`src/rtl/ifp_pkg.sv`:
```
// Shared types, constants and tables for the IMU feature preprocessor.
// No dependencies; every other RTL and testbench file but ifp_if imports this package.
`timescale 1ns / 1ps
package ifp_pkg;

    // Window length and position counter width.
    localparam int WINDOW_LEN = 128;
    localparam int WIN_W = (WINDOW_LEN > 1) ? $clog2(WINDOW_LEN) : 1;
    localparam logic [WIN_W-1:0] WIN_LAST = WIN_W'(WINDOW_LEN - 1);

    // Configuration register map: paddr[2] selects the register.
    localparam int PADDR_W = 3;
    localparam logic REG_ZP_OFFSET = 1'b0;
    localparam logic REG_INV_SCALE = 1'b1;
    localparam logic signed [7:0] ZP_OFFSET_RST = 8'sd0;
    localparam logic [23:0] INV_SCALE_RST = 24'd65536;

    // Filter coefficients. The second feedback term is stored negated.
    localparam logic signed [25:0] S1_A = 26'sd16156359;
    localparam logic signed [25:0] S1_B0 = 26'sd7093883;
    localparam logic signed [25:0] S1_B1 = 26'sd14187766;
    localparam logic signed [25:0] S1_B2 = 26'sd7093883;
    localparam logic signed [25:0] S2_C1 = 26'sd8227598;
    localparam logic signed [25:0] S2_C2_NEG = -26'sd4039144;
    localparam logic signed [23:0] DEG_Q28 = 24'sd4685083;
    localparam logic signed [71:0] SAT40_HI = 72'sd549755813887;
    localparam logic signed [71:0] SAT40_LO = -72'sd549755813888;

    // Lane sequencer steps.
    localparam logic [4:0] STP_A_LO = 5'd0;
    localparam logic [4:0] STP_A_HI = 5'd1;
    localparam logic [4:0] STP_A_DRAIN = 5'd2;
    localparam logic [4:0] STP_W1 = 5'd3;
    localparam logic [4:0] STP_B0_LO = 5'd4;
    localparam logic [4:0] STP_B0_HI = 5'd5;
    localparam logic [4:0] STP_B1_LO = 5'd6;
    localparam logic [4:0] STP_B1_HI = 5'd7;
    localparam logic [4:0] STP_B2_LO = 5'd8;
    localparam logic [4:0] STP_B2_HI = 5'd9;
    localparam logic [4:0] STP_B_DRAIN = 5'd10;
    localparam logic [4:0] STP_Y1 = 5'd11;
    localparam logic [4:0] STP_C1_LO = 5'd12;
    localparam logic [4:0] STP_C1_HI = 5'd13;
    localparam logic [4:0] STP_C2_LO = 5'd14;
    localparam logic [4:0] STP_C2_HI = 5'd15;
    localparam logic [4:0] STP_C_DRAIN = 5'd16;
    localparam logic [4:0] STP_G = 5'd17;
    localparam logic [4:0] STP_Q_BODY_0 = 5'd18;
    localparam logic [4:0] STP_Q_BODY_1 = 5'd19;
    localparam logic [4:0] STP_Q_BODY_2 = 5'd20;
    localparam logic [4:0] STP_Q_GYRO_0 = 5'd21;
    localparam logic [4:0] STP_Q_GYRO_1 = 5'd22;
    localparam logic [4:0] STP_Q_GYRO_2 = 5'd23;
    localparam logic [4:0] STP_Q_TOTAL_0 = 5'd24;
    localparam logic [4:0] STP_Q_TOTAL_1 = 5'd25;
    localparam logic [4:0] STP_Q_TOTAL_2 = 5'd26;

    // Channel kinds within a lane.
    localparam logic [1:0] KIND_BODY = 2'd0;
    localparam logic [1:0] KIND_GYRO = 2'd1;
    localparam logic [1:0] KIND_TOTAL = 2'd2;

    // Quantizer phases.
    localparam logic [1:0] QPH_NONE = 2'd0;
    localparam logic [1:0] QPH_MUL1 = 2'd1;
    localparam logic [1:0] QPH_MUL2 = 2'd2;
    localparam logic [1:0] QPH_SAT = 2'd3;

    typedef enum logic [2:0] {
        L_IDLE = 3'b001,
        L_RUN  = 3'b010,
        L_DONE = 3'b100
    } ifp_lane_state_t;

    typedef struct packed {
        logic idle;
        logic done;
    } ifp_lane_stat_t;

    typedef struct packed {
        logic signed [7:0] body;
        logic signed [7:0] gyro;
        logic signed [7:0] total;
    } ifp_lane_res_t;

    // Saturate to 40 bits signed.
    function automatic logic signed [39:0] ifp_sat40(input logic signed [71:0] v);
        logic signed [39:0] r;
        if (v > SAT40_HI) r = 40'(SAT40_HI);
        else if (v < SAT40_LO) r = 40'(SAT40_LO);
        else r = 40'(v);
        return r;
    endfunction

    // Channel mean in Q24, by kind and axis.
    function automatic logic signed [25:0] ifp_mean(input logic [1:0] kind,
                                                    input logic [1:0] axis);
        logic signed [25:0] m;
        case ({kind, axis})
            {KIND_BODY, 2'd0}:  m = -26'sd10066;
            {KIND_BODY, 2'd1}:  m = 26'sd8389;
            {KIND_BODY, 2'd2}:  m = 26'sd5033;
            {KIND_GYRO, 2'd0}:  m = 26'sd0;
            {KIND_GYRO, 2'd1}:  m = -26'sd10066;
            {KIND_GYRO, 2'd2}:  m = 26'sd48654;
            {KIND_TOTAL, 2'd0}: m = 26'sd12425206;
            {KIND_TOTAL, 2'd1}: m = 26'sd2063598;
            {KIND_TOTAL, 2'd2}: m = 26'sd2719587;
            default:            m = 26'sd0;
        endcase
        return m;
    endfunction

    // Reciprocal of the channel scale in Q16, by kind and axis.
    function automatic logic signed [20:0] ifp_recip(input logic [1:0] kind,
                                                     input logic [1:0] axis);
        logic signed [20:0] r;
        case ({kind, axis})
            {KIND_BODY, 2'd0}:  r = 21'sd584621;
            {KIND_BODY, 2'd1}:  r = 21'sd743882;
            {KIND_BODY, 2'd2}:  r = 21'sd877323;
            {KIND_GYRO, 2'd0}:  r = 21'sd259036;
            {KIND_GYRO, 2'd1}:  r = 21'sd240853;
            {KIND_GYRO, 2'd2}:  r = 21'sd379479;
            {KIND_TOTAL, 2'd0}: r = 21'sd153301;
            {KIND_TOTAL, 2'd1}: r = 21'sd162379;
            {KIND_TOTAL, 2'd2}: r = 21'sd179109;
            default:            r = 21'sd0;
        endcase
        return r;
    endfunction

endpackage

```
`src/rtl/ifp_if.sv`:
```


interface ifp_feature_if;
    logic valid;
    logic ready;
    logic signed [7:0] body_acc_x_q;
    logic signed [7:0] body_acc_y_q;
    logic signed [7:0] body_acc_z_q;
    logic signed [7:0] gyro_x_q;
    logic signed [7:0] gyro_y_q;
    logic signed [7:0] gyro_z_q;
    logic signed [7:0] total_acc_x_q;
    logic signed [7:0] total_acc_y_q;
    logic signed [7:0] total_acc_z_q;
    logic [6:0] sample_index;
    logic window_end;

    modport source (output valid, body_acc_x_q, body_acc_y_q, body_acc_z_q,
                    gyro_x_q, gyro_y_q, gyro_z_q, total_acc_x_q, total_acc_y_q,
                    total_acc_z_q, sample_index, window_end,
                    input ready);
    modport sink (input valid, body_acc_x_q, body_acc_y_q, body_acc_z_q,
                  gyro_x_q, gyro_y_q, gyro_z_q, total_acc_x_q, total_acc_y_q,
                  total_acc_z_q, sample_index, window_end,
                  output ready);
endinterface

```
`src/rtl/ifp_merge.sv`:
```
// Merging stage: gathers the three lanes' channels into one output transaction,
// adds the window position and holds it until taken. Depends on ifp_pkg, ifp_if.
`timescale 1ns / 1ps
module ifp_merge (
    input  logic                   clk,
    input  logic                   rst_n,
    input  ifp_pkg::ifp_lane_stat_t stat [3],
    input  ifp_pkg::ifp_lane_res_t  res [3],
    output logic                   take,
    ifp_feature_if.source          feature_out
);
    import ifp_pkg::*;

    logic                valid_reg;
    logic [WIN_W-1:0]    pos_reg, pos_next;
    ifp_lane_res_t       res_reg [3];
    logic [6:0]          index_reg;
    logic                end_reg;

    // Results move over when every lane is done and the output slot is free.
    assign take = stat[0].done && stat[1].done && stat[2].done
                  && (!valid_reg || feature_out.ready);
    assign pos_next = (pos_reg == WIN_LAST) ? '0 : pos_reg + 1'b1;

    always_ff @(posedge clk or negedge rst_n)
    begin
        if (!rst_n)
        begin
            valid_reg <= 1'b0;
            pos_reg <= '0;
        end
        else
        begin
            if (take)
            begin
                valid_reg <= 1'b1;
                pos_reg <= pos_next;
            end
            else if (feature_out.ready)
            begin
                valid_reg <= 1'b0;
            end
        end
    end

    always_ff @(posedge clk)
    begin
        if (take)
        begin
            res_reg <= res;
            index_reg <= 7'(pos_reg);
            end_reg <= (pos_reg == WIN_LAST);
        end
    end

    assign feature_out.valid = valid_reg;
    assign feature_out.body_acc_x_q = res_reg[0].body;
    assign feature_out.body_acc_y_q = res_reg[1].body;
    assign feature_out.body_acc_z_q = res_reg[2].body;
    assign feature_out.gyro_x_q = res_reg[0].gyro;
    assign feature_out.gyro_y_q = res_reg[1].gyro;
    assign feature_out.gyro_z_q = res_reg[2].gyro;
    assign feature_out.total_acc_x_q = res_reg[0].total;
    assign feature_out.total_acc_y_q = res_reg[1].total;
    assign feature_out.total_acc_z_q = res_reg[2].total;
    assign feature_out.sample_index = index_reg;
    assign feature_out.window_end = end_reg;

endmodule

```
`src/flat_wrapper.sv`:
```
// flat-port wrapper written by rule: the top's interface ports become plain ports
module ifp_merge_flat import ifp_pkg::*;
  (clk, rst_n, stat, res, take, feature_out_valid, feature_out_body_acc_x_q, feature_out_body_acc_y_q, feature_out_body_acc_z_q, feature_out_gyro_x_q, feature_out_gyro_y_q, feature_out_gyro_z_q, feature_out_total_acc_x_q, feature_out_total_acc_y_q, feature_out_total_acc_z_q, feature_out_sample_index, feature_out_window_end, feature_out_ready);
  ifp_feature_if feature_out_i ();
  input  logic clk;
  input  logic rst_n;
  input  ifp_pkg::ifp_lane_stat_t stat[3];
  input  ifp_pkg::ifp_lane_res_t res[3];
  output logic take;
  output wire logic [$bits(feature_out_i.valid)-1:0] feature_out_valid;
  output wire logic [$bits(feature_out_i.body_acc_x_q)-1:0] feature_out_body_acc_x_q;
  output wire logic [$bits(feature_out_i.body_acc_y_q)-1:0] feature_out_body_acc_y_q;
  output wire logic [$bits(feature_out_i.body_acc_z_q)-1:0] feature_out_body_acc_z_q;
  output wire logic [$bits(feature_out_i.gyro_x_q)-1:0] feature_out_gyro_x_q;
  output wire logic [$bits(feature_out_i.gyro_y_q)-1:0] feature_out_gyro_y_q;
  output wire logic [$bits(feature_out_i.gyro_z_q)-1:0] feature_out_gyro_z_q;
  output wire logic [$bits(feature_out_i.total_acc_x_q)-1:0] feature_out_total_acc_x_q;
  output wire logic [$bits(feature_out_i.total_acc_y_q)-1:0] feature_out_total_acc_y_q;
  output wire logic [$bits(feature_out_i.total_acc_z_q)-1:0] feature_out_total_acc_z_q;
  output wire logic [$bits(feature_out_i.sample_index)-1:0] feature_out_sample_index;
  output wire logic [$bits(feature_out_i.window_end)-1:0] feature_out_window_end;
  input wire logic [$bits(feature_out_i.ready)-1:0] feature_out_ready;
  assign feature_out_valid = feature_out_i.valid;
  assign feature_out_body_acc_x_q = feature_out_i.body_acc_x_q;
  assign feature_out_body_acc_y_q = feature_out_i.body_acc_y_q;
  assign feature_out_body_acc_z_q = feature_out_i.body_acc_z_q;
  assign feature_out_gyro_x_q = feature_out_i.gyro_x_q;
  assign feature_out_gyro_y_q = feature_out_i.gyro_y_q;
  assign feature_out_gyro_z_q = feature_out_i.gyro_z_q;
  assign feature_out_total_acc_x_q = feature_out_i.total_acc_x_q;
  assign feature_out_total_acc_y_q = feature_out_i.total_acc_y_q;
  assign feature_out_total_acc_z_q = feature_out_i.total_acc_z_q;
  assign feature_out_sample_index = feature_out_i.sample_index;
  assign feature_out_window_end = feature_out_i.window_end;
  assign feature_out_i.ready = feature_out_ready;
  ifp_merge u_core (.clk(clk), .rst_n(rst_n), .stat(stat), .res(res), .take(take), .feature_out(feature_out_i));
endmodule
```
`config.mk`:
```
export PLATFORM = sky130hd
export DESIGN_NAME = ifp_merge_flat
export DESIGN_NICKNAME = d
export VERILOG_FILES = /design/src/rtl/ifp_pkg.sv /design/src/rtl/ifp_if.sv /design/src/rtl/ifp_merge.sv /design/src/flat_wrapper.sv
export SDC_FILE = /design/constraint.sdc
export NUM_CORES = 1
export LEC_CHECK = 0
export BUFFER_PORTS_ARGS = -buffer_cell sky130_fd_sc_hd__buf_2
export CORE_ASPECT_RATIO = 0.7
export CORE_MARGIN = 2
export CORE_UTILIZATION = 39
export CTS_CLUSTER_SIZE = 40
export DETAILED_ROUTE_END_ITERATION = 7
export GPL_TIMING_DRIVEN = 0
export PLACE_DENSITY = 0.73
export SKIP_LAST_GASP = 1
export SLEW_MARGIN = 20
export SYNTH_ARGS = -nofsm -noshare
export SYNTH_HDL_FRONTEND = slang
export SYNTH_SLANG_ARGS = --single-unit
```
`constraint.sdc`:
```
create_clock -name clk -period 2.95 [get_ports clk]
set_clock_uncertainty 0.2 [all_clocks]
set_input_delay 0.295 -clock clk [delete_from_list [all_inputs] [get_ports clk]]
set_output_delay 0.295 -clock clk [all_outputs]
set_load 0.02 [all_outputs]
```
==> reports/qor.txt, run 1 <==
CLOCKING
---------------------------------------------------------------------------------
TritonCTS clock tree                                                         done
Post-CTS setup buffer count                                                     0
Clk buf depth                                                                   2
# resized after CTS                                                             0
Clk Tree Root Cell                                                   sky130_fd_sc_hd__clkbuf_8
Clock net sink count                                                           88
Clock buffers created by TritonCTS                                              9
Register clock-pin slew on the reported worst setup and hold paths        0.09 ns
Later-pin clock latency in the skew report                                0.35 ns
H-tree levels                                                                   3

DIE
---------------------------------------------------------------------------------
I/O Pins                                                                      163
Row count                                                                      25
Standard cell core area                                                  6850 µm²
Effective utilization at floorplan                                         40.97%
Die X-Extent                                                             105.4 µm
Vertical extent of the die                                               74.98 µm
Area enclosed by the die boundary                                        7902 µm²

GRT
---------------------------------------------------------------------------------
Gr usage total                                                             17.91%
Global-route wire length before repair                                   10210 µm
Overflow after GRT                                                              0
Largest net degree at the start of global routing                              38
Initial antenna violation count                                                 0
Vias in the first global route                                               2039

MIN PATH
---------------------------------------------------------------------------------
Class of the worst hold path                                             in2async

LOGIC SYNTHESIS
---------------------------------------------------------------------------------
XOR/XNOR share of the synthesized area                                    0.9362%
Post-synthesis sequential area ratio                                       92.73%
Fraction of synthesized area in multiplexers                              0.4012%
Simple-Gate Fraction of Synth Area                                         3.656%
Cell count after synthesis                                                    115
Count of state elements after synthesis                                        88
Post-synthesis adder-cell area fraction                                   0.4458%
Compound-Gate Fraction of Synth Area                                       1.694%
Post-synth net total                                                          197
Synth warn                                                                      0
Mapped Avg Cell Area                                                    24.40 µm²
Distinct cells, synth                                                          23
Largest family of logic cells by synthesized area                    simple AND/OR/NAND/NOR gates
Cell area after synthesis                                                2806 µm²

WORST SETUP PATH
---------------------------------------------------------------------------------
Required time at the endpoint of the critical path                        2.46 ns
Reg-to-Reg End                                                       u_core.pos_reg[5]$_DFFE_PN0P_
Origin of the worst setup path                                            stat[2]
Element type at the critical path start                                 input pin
Origin of the critical flop-to-flop path                             u_core.feature_out.valid$_DFFE_PN0P_
CP max FO                                                                      15
Max stage delay cell, worst path                                     sky130_fd_sc_hd__dlygate4sd3_1
Category of the critical setup timing path                                 in2out
Worst setup slack for register-to-register paths                          1.25 ns
Arrival time reported for the critical path endpoint                      1.82 ns
Depth of the worst register-to-register path                                    5
Most common cell on crit path                                        sky130_fd_sc_hd__buf_2
Largest incremental delay on the critical path                            0.53 ns
Crit path cell chain                                                 dlygate4sd3_1 -> buf_2 -> nand3_1 -> nand2b_4 -> clkinvlp_4 -> buf_2
Kind of end point of the critical path                                 output pin

TIMING
---------------------------------------------------------------------------------
Slew Viols, Final                                                               0
Tcrit/Tclk final                                                           78.33%
Unrepaired setup endpoints after global routing                                no
Number of endpoints failing setup at the final stage                            0
Slew at the pin closest to its max-slew limit                           0.3511 ns
Relative slew slack                                                        76.54%
Max Freq                                                               0.4328 GHz
Worst Hold Slack                                                       0.09781 ns
Final hold violation count                                                      0
Minimum clock period after layout                                        2.311 ns

JOB
---------------------------------------------------------------------------------
Number of maximum-capacitance constraint violations                             0

DETAILED ROUTING
---------------------------------------------------------------------------------
DRC violation count after routing                                               0
Average routed wire per standard cell                                    14.89 µm
Routed vias/inst                                                            4.377
Count of vias placed by the detailed router                                  2022
Number of routed nets with antenna violations                                   0
Detailed router's first-iteration violation count                              63
Total length of routed wires                                              6877 µm
Length of the first detailed-routing pass in iterations                         4

POWER AND IR DROP
---------------------------------------------------------------------------------
Max VDD drop                                                          0.0003216 V
Leakage Power                                                            1.979 nW
Comb pwr share                                                              11.0%
Clock network fraction of design power                                      30.1%
Power density over the cells                                         527.3 nW/µm²
Switching component of the power                                      0.0005844 W
Sequential cell fraction of total power                                     58.9%
Sw Share                                                                   23.57%
Internal Power                                                         0.001895 W
Post-layout total power                                                0.002479 W

CELLS AND AREA
---------------------------------------------------------------------------------
Ratio of cells with drive above 1 in the final layout                      50.27%
Finished Layout Cells                                                         462
Area added between synthesis and finish                                    67.54%
# fillers                                                                     477
Multi-input gate area in the final layout                               200.2 µm²
Total area of sequential cells                                           2603 µm²
Net total in the final layout                                                 445
Number of inserted diodes                                                       0

PLACEMENT
---------------------------------------------------------------------------------
Routability cong.                                                          0.7676
Cell Count Post-Placement                                                     370
Half-perimeter wire length after detailed placement                       4304 µm
Number of port buffers                                                        159

STATUS
---------------------------------------------------------------------------------
Run status                                                           finished, final reports clean

## final cells by class
class | count | area share [%]
timing repair buffer | 237 | 33.95
inverter | 1 | 0.1597
clock inverter | 6 | 1.064
tap | 94 | 2.501
clock buffer | 10 | 2.714
multi-input combinational | 26 | 4.258
sequential | 88 | 55.35
## synthesized netlist by cell type, drive strengths merged
library cell | n | area share [%]
and3 | 1 | 0.22
ha | 1 | 0.45
o21a | 1 | 0.27
xor2 | 2 | 0.62
xnor2 | 1 | 0.31
nand3 | 3 | 0.71
a41o | 1 | 0.40
inv | 1 | 0.13
nand2 | 4 | 0.53
a31oi | 1 | 0.22
nand2b | 2 | 0.98
a21o | 1 | 0.27
dfrtp | 8 | 7.1
nor3b | 1 | 0.27
nor3 | 1 | 0.18
o21ai | 1 | 0.18
a22o | 1 | 0.36
mux2 | 1 | 0.40
nor2 | 3 | 0.76
edfxtp | 80 | 86
## worst max-delay path, delay by kind of cell
kind | cells | cell delay (ns)
buffers and inverters | 4 | 1.26
and+or+nand+nor | 2 | 0.26
## worst max-delay path by stage
stage	to	slack, ns	depth (start not counted)
CTS	take	0.63	6
detailed placement	u_core.pos_reg[5]$_DFFE_PN0P_	1.11	6
global route	take	0.53	6
finish	take	0.64	6
floorplan	u_core.pos_reg[5]$_DFFE_PN0P_	0.17	5
global placement	u_core.pos_reg[5]$_DFFE_PN0P_	-0.21	6
## power by group through the flow
stage	clock network, W	registers [W]	logic, W
after detailed placement	0	0.00149	0.000194
final	0.000746	0.00146	0.000274
after global routing	0.000833	0.00147	0.000294
after global placement	0	0.00149	0.000181
after floorplan	0	0.00153	0.0000506
after CTS	0.000774	0.00146	0.000274
## through the flow
step / setup WS (ns) / utilization (%) / instance area (µm²) / TNS (ns)
after floorplan: 0.1742 / - / 2810 / 0
after global placement: -0.2081 / 54.36 / 3724 / -0.3282
after detailed placement: 1.112 / 54.94 / 3764 / 0
after CTS: 0.6298 / 68.64 / 4702 / 0
after global routing: 0.5334 / 68.64 / 4702 / 0
final: 0.6394 / 68.64 / 4702 / 0
## cells by family after synthesis
kind of cell	count (synthesis)
mux	1
compound gates	6
simple gates	15
flops	88
buf+inv	1
xor+xnor	3
fa+ha+maj	1
## layout by cell type, fill, tap and decap left out, drive strengths merged
cell type      n
buf          161
edfxtp        80
dlygate4sd3   76
clkbuf        10
dfrtp          8
nand2          4
clkinvlp       3
inv            3
nand3          3
nor2           3
nand2b         2
xor2           2
and3           1
a31oi          1
a41o           1
o21a           1
o21ai          1
nor3b          1
a21o           1
xnor2          1
a22o           1
mux2           1
nor3           1
ha             1
clkinv         1
## per-layer routing
| metal | GRT usage [%] | share of wire (%) | vias up |
|---|---|---|---|
| met5 | 0 | 0 | - |
| met4 | 5.926 | 1.7 | 0 |
| met3 | 8.571 | 8.9 | 12 |
| met2 | 32.83 | 55 | 101 |
| met1 | 18.54 | 34 | 959 |
| li1 | - | - | 950 |
## what timing repair did
action	in CTS	in global routing
hold buffers	76	0
setup endpoints to repair	0	0
endpoints found under the hold margin	81	0
Power figures use the tool's default switching activity.
==> run 2, diff against run 1 <==
--- a/config.mk
+++ b/config.mk
@@ -8,11 +8,11 @@
 export BUFFER_PORTS_ARGS = -buffer_cell sky130_fd_sc_hd__buf_2
 export CORE_ASPECT_RATIO = 0.7
 export CORE_MARGIN = 2
-export CORE_UTILIZATION = 39
+export CORE_UTILIZATION = 43
 export CTS_CLUSTER_SIZE = 40
 export DETAILED_ROUTE_END_ITERATION = 7
 export GPL_TIMING_DRIVEN = 0
-export PLACE_DENSITY = 0.73
+export PLACE_DENSITY = 0.77
 export SKIP_LAST_GASP = 1
 export SLEW_MARGIN = 20
 export SYNTH_ARGS = -nofsm -noshare
==> constraint.sdc (replaced) <==
create_clock -name clk -period 2.2 [get_ports clk]
set_clock_uncertainty 0.2 [all_clocks]
set_input_delay 0.22 -clock clk [delete_from_list [all_inputs] [get_ports clk]]
set_output_delay 0.22 -clock clk [all_outputs]
set_load 0.02 [all_outputs]
==> run 2 against run 1 <==
  * Global-route usage is 2.1 points higher
  * Worst setup slack got worse by 0.40 ns
  * Combinational power up 35%
  * Final area down 0.69%
  * Cell count down 3.7%
  * Sequential share of layout area grew 0.41 points
  * Non-clock buffer count shrank 1
  * Die area shrank 8.9%
  * Critical path depth increased by 1
  * Clock-buffer cell count down 1
  * Critical path type is now reg2reg
  * Critical endpoint is now u_core.pos_reg[5]$_DFFE_PN0P_
  * Largest power group unchanged
==> reports/qor.txt, run 2 (same netlist as run 1, synthesis figures left out) <==
WORST SETUP PATH
---------------------------------------------------------------------------------
Worst setup slack for register-to-register paths                          0.24 ns
Depth of the worst register-to-register path                                    7
CP max FO                                                                      34
Worst Setup EP                                                       u_core.pos_reg[5]$_DFFE_PN0P_
Origin of the critical flop-to-flop path                             u_core.feature_out.valid$_DFFE_PN0P_
Reg-to-Reg End                                                       u_core.pos_reg[5]$_DFFE_PN0P_
Origin of the worst setup path                                       u_core.feature_out.valid$_DFFE_PN0P_
Category of the critical setup timing path                                reg2reg
Kind of end point of the critical path                                       flop
Required time at the endpoint of the critical path                        2.24 ns
Crit path cell chain                                                 nand2b_4 -> nand2b_4 -> clkinvlp_4 -> buf_12 -> buf_12 -> a41o_2 -> o21a_1
Largest delay share family, worst path                               buffers and inverters
Max stage delay cell, worst path                                     sky130_fd_sc_hd__dfrtp_2
Number of cells on the critical path                                            7
Critical path buffers and inverters                                             3
Arrival time reported for the critical path endpoint                      2.00 ns
Element type at the critical path start                                      flop
Largest incremental delay on the critical path                            0.39 ns

DETAILED ROUTING
---------------------------------------------------------------------------------
Count of vias placed by the detailed router                                  2009
Total length of routed wires                                              7134 µm
Number of routed nets with antenna violations                                   0
DRC violation count after routing                                               0
Average routed wire per standard cell                                    16.03 µm
Detailed router's first-iteration violation count                              69
Routed vias/inst                                                            4.515
Length of the first detailed-routing pass in iterations                         5

GRT
---------------------------------------------------------------------------------
Largest net degree at the start of global routing                              35
Gr usage total                                                             20.00%
Initial antenna violation count                                                 0
Vias in the first global route                                               2097
Overflow after GRT                                                              0
Global-route wire length before repair                                   10450 µm

CELLS AND AREA
---------------------------------------------------------------------------------
Final design utilization                                                   74.40%
Total area of sequential cells                                           2604 µm²
Ratio of cells with drive above 1 in the final layout                      50.68%
Leading cell types in the layout, fill and taps excluded             159 x sky130_fd_sc_hd__buf_2, 80 x sky130_fd_sc_hd__edfxtp_1, 75 x sky130_fd_sc_hd__dlygate4sd3_1, 9 x sky130_fd_sc_hd__clkbuf_8, 7 x sky130_fd_sc_hd__dfrtp_1
Multi-input gate area in the final layout                               200.2 µm²
Area added between synthesis and finish                                    66.38%
Number of inserted diodes                                                       0
Finished Layout Cells                                                         445
Net total in the final layout                                                 445
# fillers                                                                     381
Leading cell type in the layout, fill and taps excluded              sky130_fd_sc_hd__buf_2

TIMING
---------------------------------------------------------------------------------
Unrepaired setup endpoints after global routing                                no
Number of endpoints failing setup at the final stage                            0
Tcrit/Tclk final                                                           89.01%
Slew at the pin closest to its max-slew limit                           0.4420 ns
Minimum clock period after layout                                        1.958 ns
Max Freq                                                               0.5106 GHz
Worst Hold Slack                                                       0.05237 ns
Final hold violation count                                                      0
Relative slew slack                                                        70.37%
Slew Viols, Final                                                               0
PnR worst setup slack                                                   0.2417 ns

POWER AND IR DROP
---------------------------------------------------------------------------------
Max VDD drop                                                          0.0004424 V
Leakage Power                                                            1.969 nW
Power density over the cells                                         705.1 nW/µm²

DIE
---------------------------------------------------------------------------------
Row count                                                                      24
Die X-Extent                                                             100.6 µm
Area enclosed by the die boundary                                        7199 µm²
Standard cell core area                                                  6276 µm²
Vertical extent of the die                                               71.59 µm
I/O Pins                                                                      163
Effective utilization at floorplan                                         44.72%

CLOCKING
---------------------------------------------------------------------------------
Clock buffers created by TritonCTS                                              9
Register clock-pin slew on the reported worst setup and hold paths        0.09 ns
Post-CTS setup buffer count                                                     0
Clk buf depth                                                                   2
H-tree levels                                                                   3
Later-pin clock latency in the skew report                                0.34 ns
TritonCTS clock tree                                                         done
Clock net sink count                                                           88
Clk Tree Root Cell                                                   sky130_fd_sc_hd__clkbuf_8

PLACEMENT
---------------------------------------------------------------------------------
Number of port buffers                                                        159
Place WS                                                              -0.03819 ns
Cell Count Post-Placement                                                     354
Routability cong.                                                          0.7242
Half-perimeter wire length after detailed placement                       4323 µm

STATUS
---------------------------------------------------------------------------------
Run status                                                           finished, final reports clean

MIN PATH
---------------------------------------------------------------------------------
Class of the worst hold path                                             in2async

JOB
---------------------------------------------------------------------------------
Number of maximum-capacitance constraint violations                             0

## run 2: changes by cell type in the layout (fill, tap and decap cells not counted), sizes merged
cell,change
clkbuf,-1
clkinv,+1
clkinvlp,+1
dlygate4sd3,-1
inv,-1
## run 2: cell type report
class	count	area share [%]
repair inverters	1	0.1072
flip-flops and latches	88	55.76
inverters	1	0.1608
multi-input cells	26	4.287
repair buffers	236	33.98
clock inverters	6	0.9646
well taps	78	2.090
clock buffers	9	2.653
## run 2: routing by layer
layer	wire length [µm]	vias to the layer above	part of all wire (%)	global-route usage, %
li1	-	943	-	-
met3	514	6	7.2	6.829
met5	0	-	0	0
met1	2691	962	38	21.89
met2	3862	98	54	36.84
met4	66	0	0.93	6.240
## run 2: repair_timing
action / CTS / global route
setup endpoints to repair: 1 / 0
resized for setup: 0 / 0
endpoints found under the hold margin: 81 / 0
hold buffers: 75 / 0
## run 2: report_power, final
part	internal [W]	switching, W	total (W)	leakage (nW)
logic	0.000204	0.000164	0.000369	1.05
clock network	0.000410	0.000550	0.000960	0.0798
registers	0.00191	0.0000513	0.00196	0.837
## run 2: worst min-delay path by stage
stage          slack (ns)  depth (start not counted)                                    to
2_1_floorplan       -0.28                          0  u_core.feature_out.valid$_DFFE_PN0P_
3_3_place_gp        -0.12                          1         u_core.pos_reg[0]$_DFFE_PN0P_
3_5_place_dp        -0.12                          1         u_core.pos_reg[0]$_DFFE_PN0P_
4_1_cts              0.02                          2         u_core.pos_reg[0]$_DFFE_PN0P_
5_1_grt              0.05                          2         u_core.pos_reg[0]$_DFFE_PN0P_
6_report             0.05                          2         u_core.pos_reg[0]$_DFFE_PN0P_
## run 2: through the flow
step | total power [W] | TNS, ns | area [µm²]
CTS | 0.003324 | 0 | 4669
global placement | 0.002239 | -54.46 | 3705
global route | 0.003406 | 0 | 4669
finish | 0.003292 | 0 | 4669
detailed placement | 0.002259 | -0.03819 | 3745
floorplan | 0.002117 | -24.08 | 2811
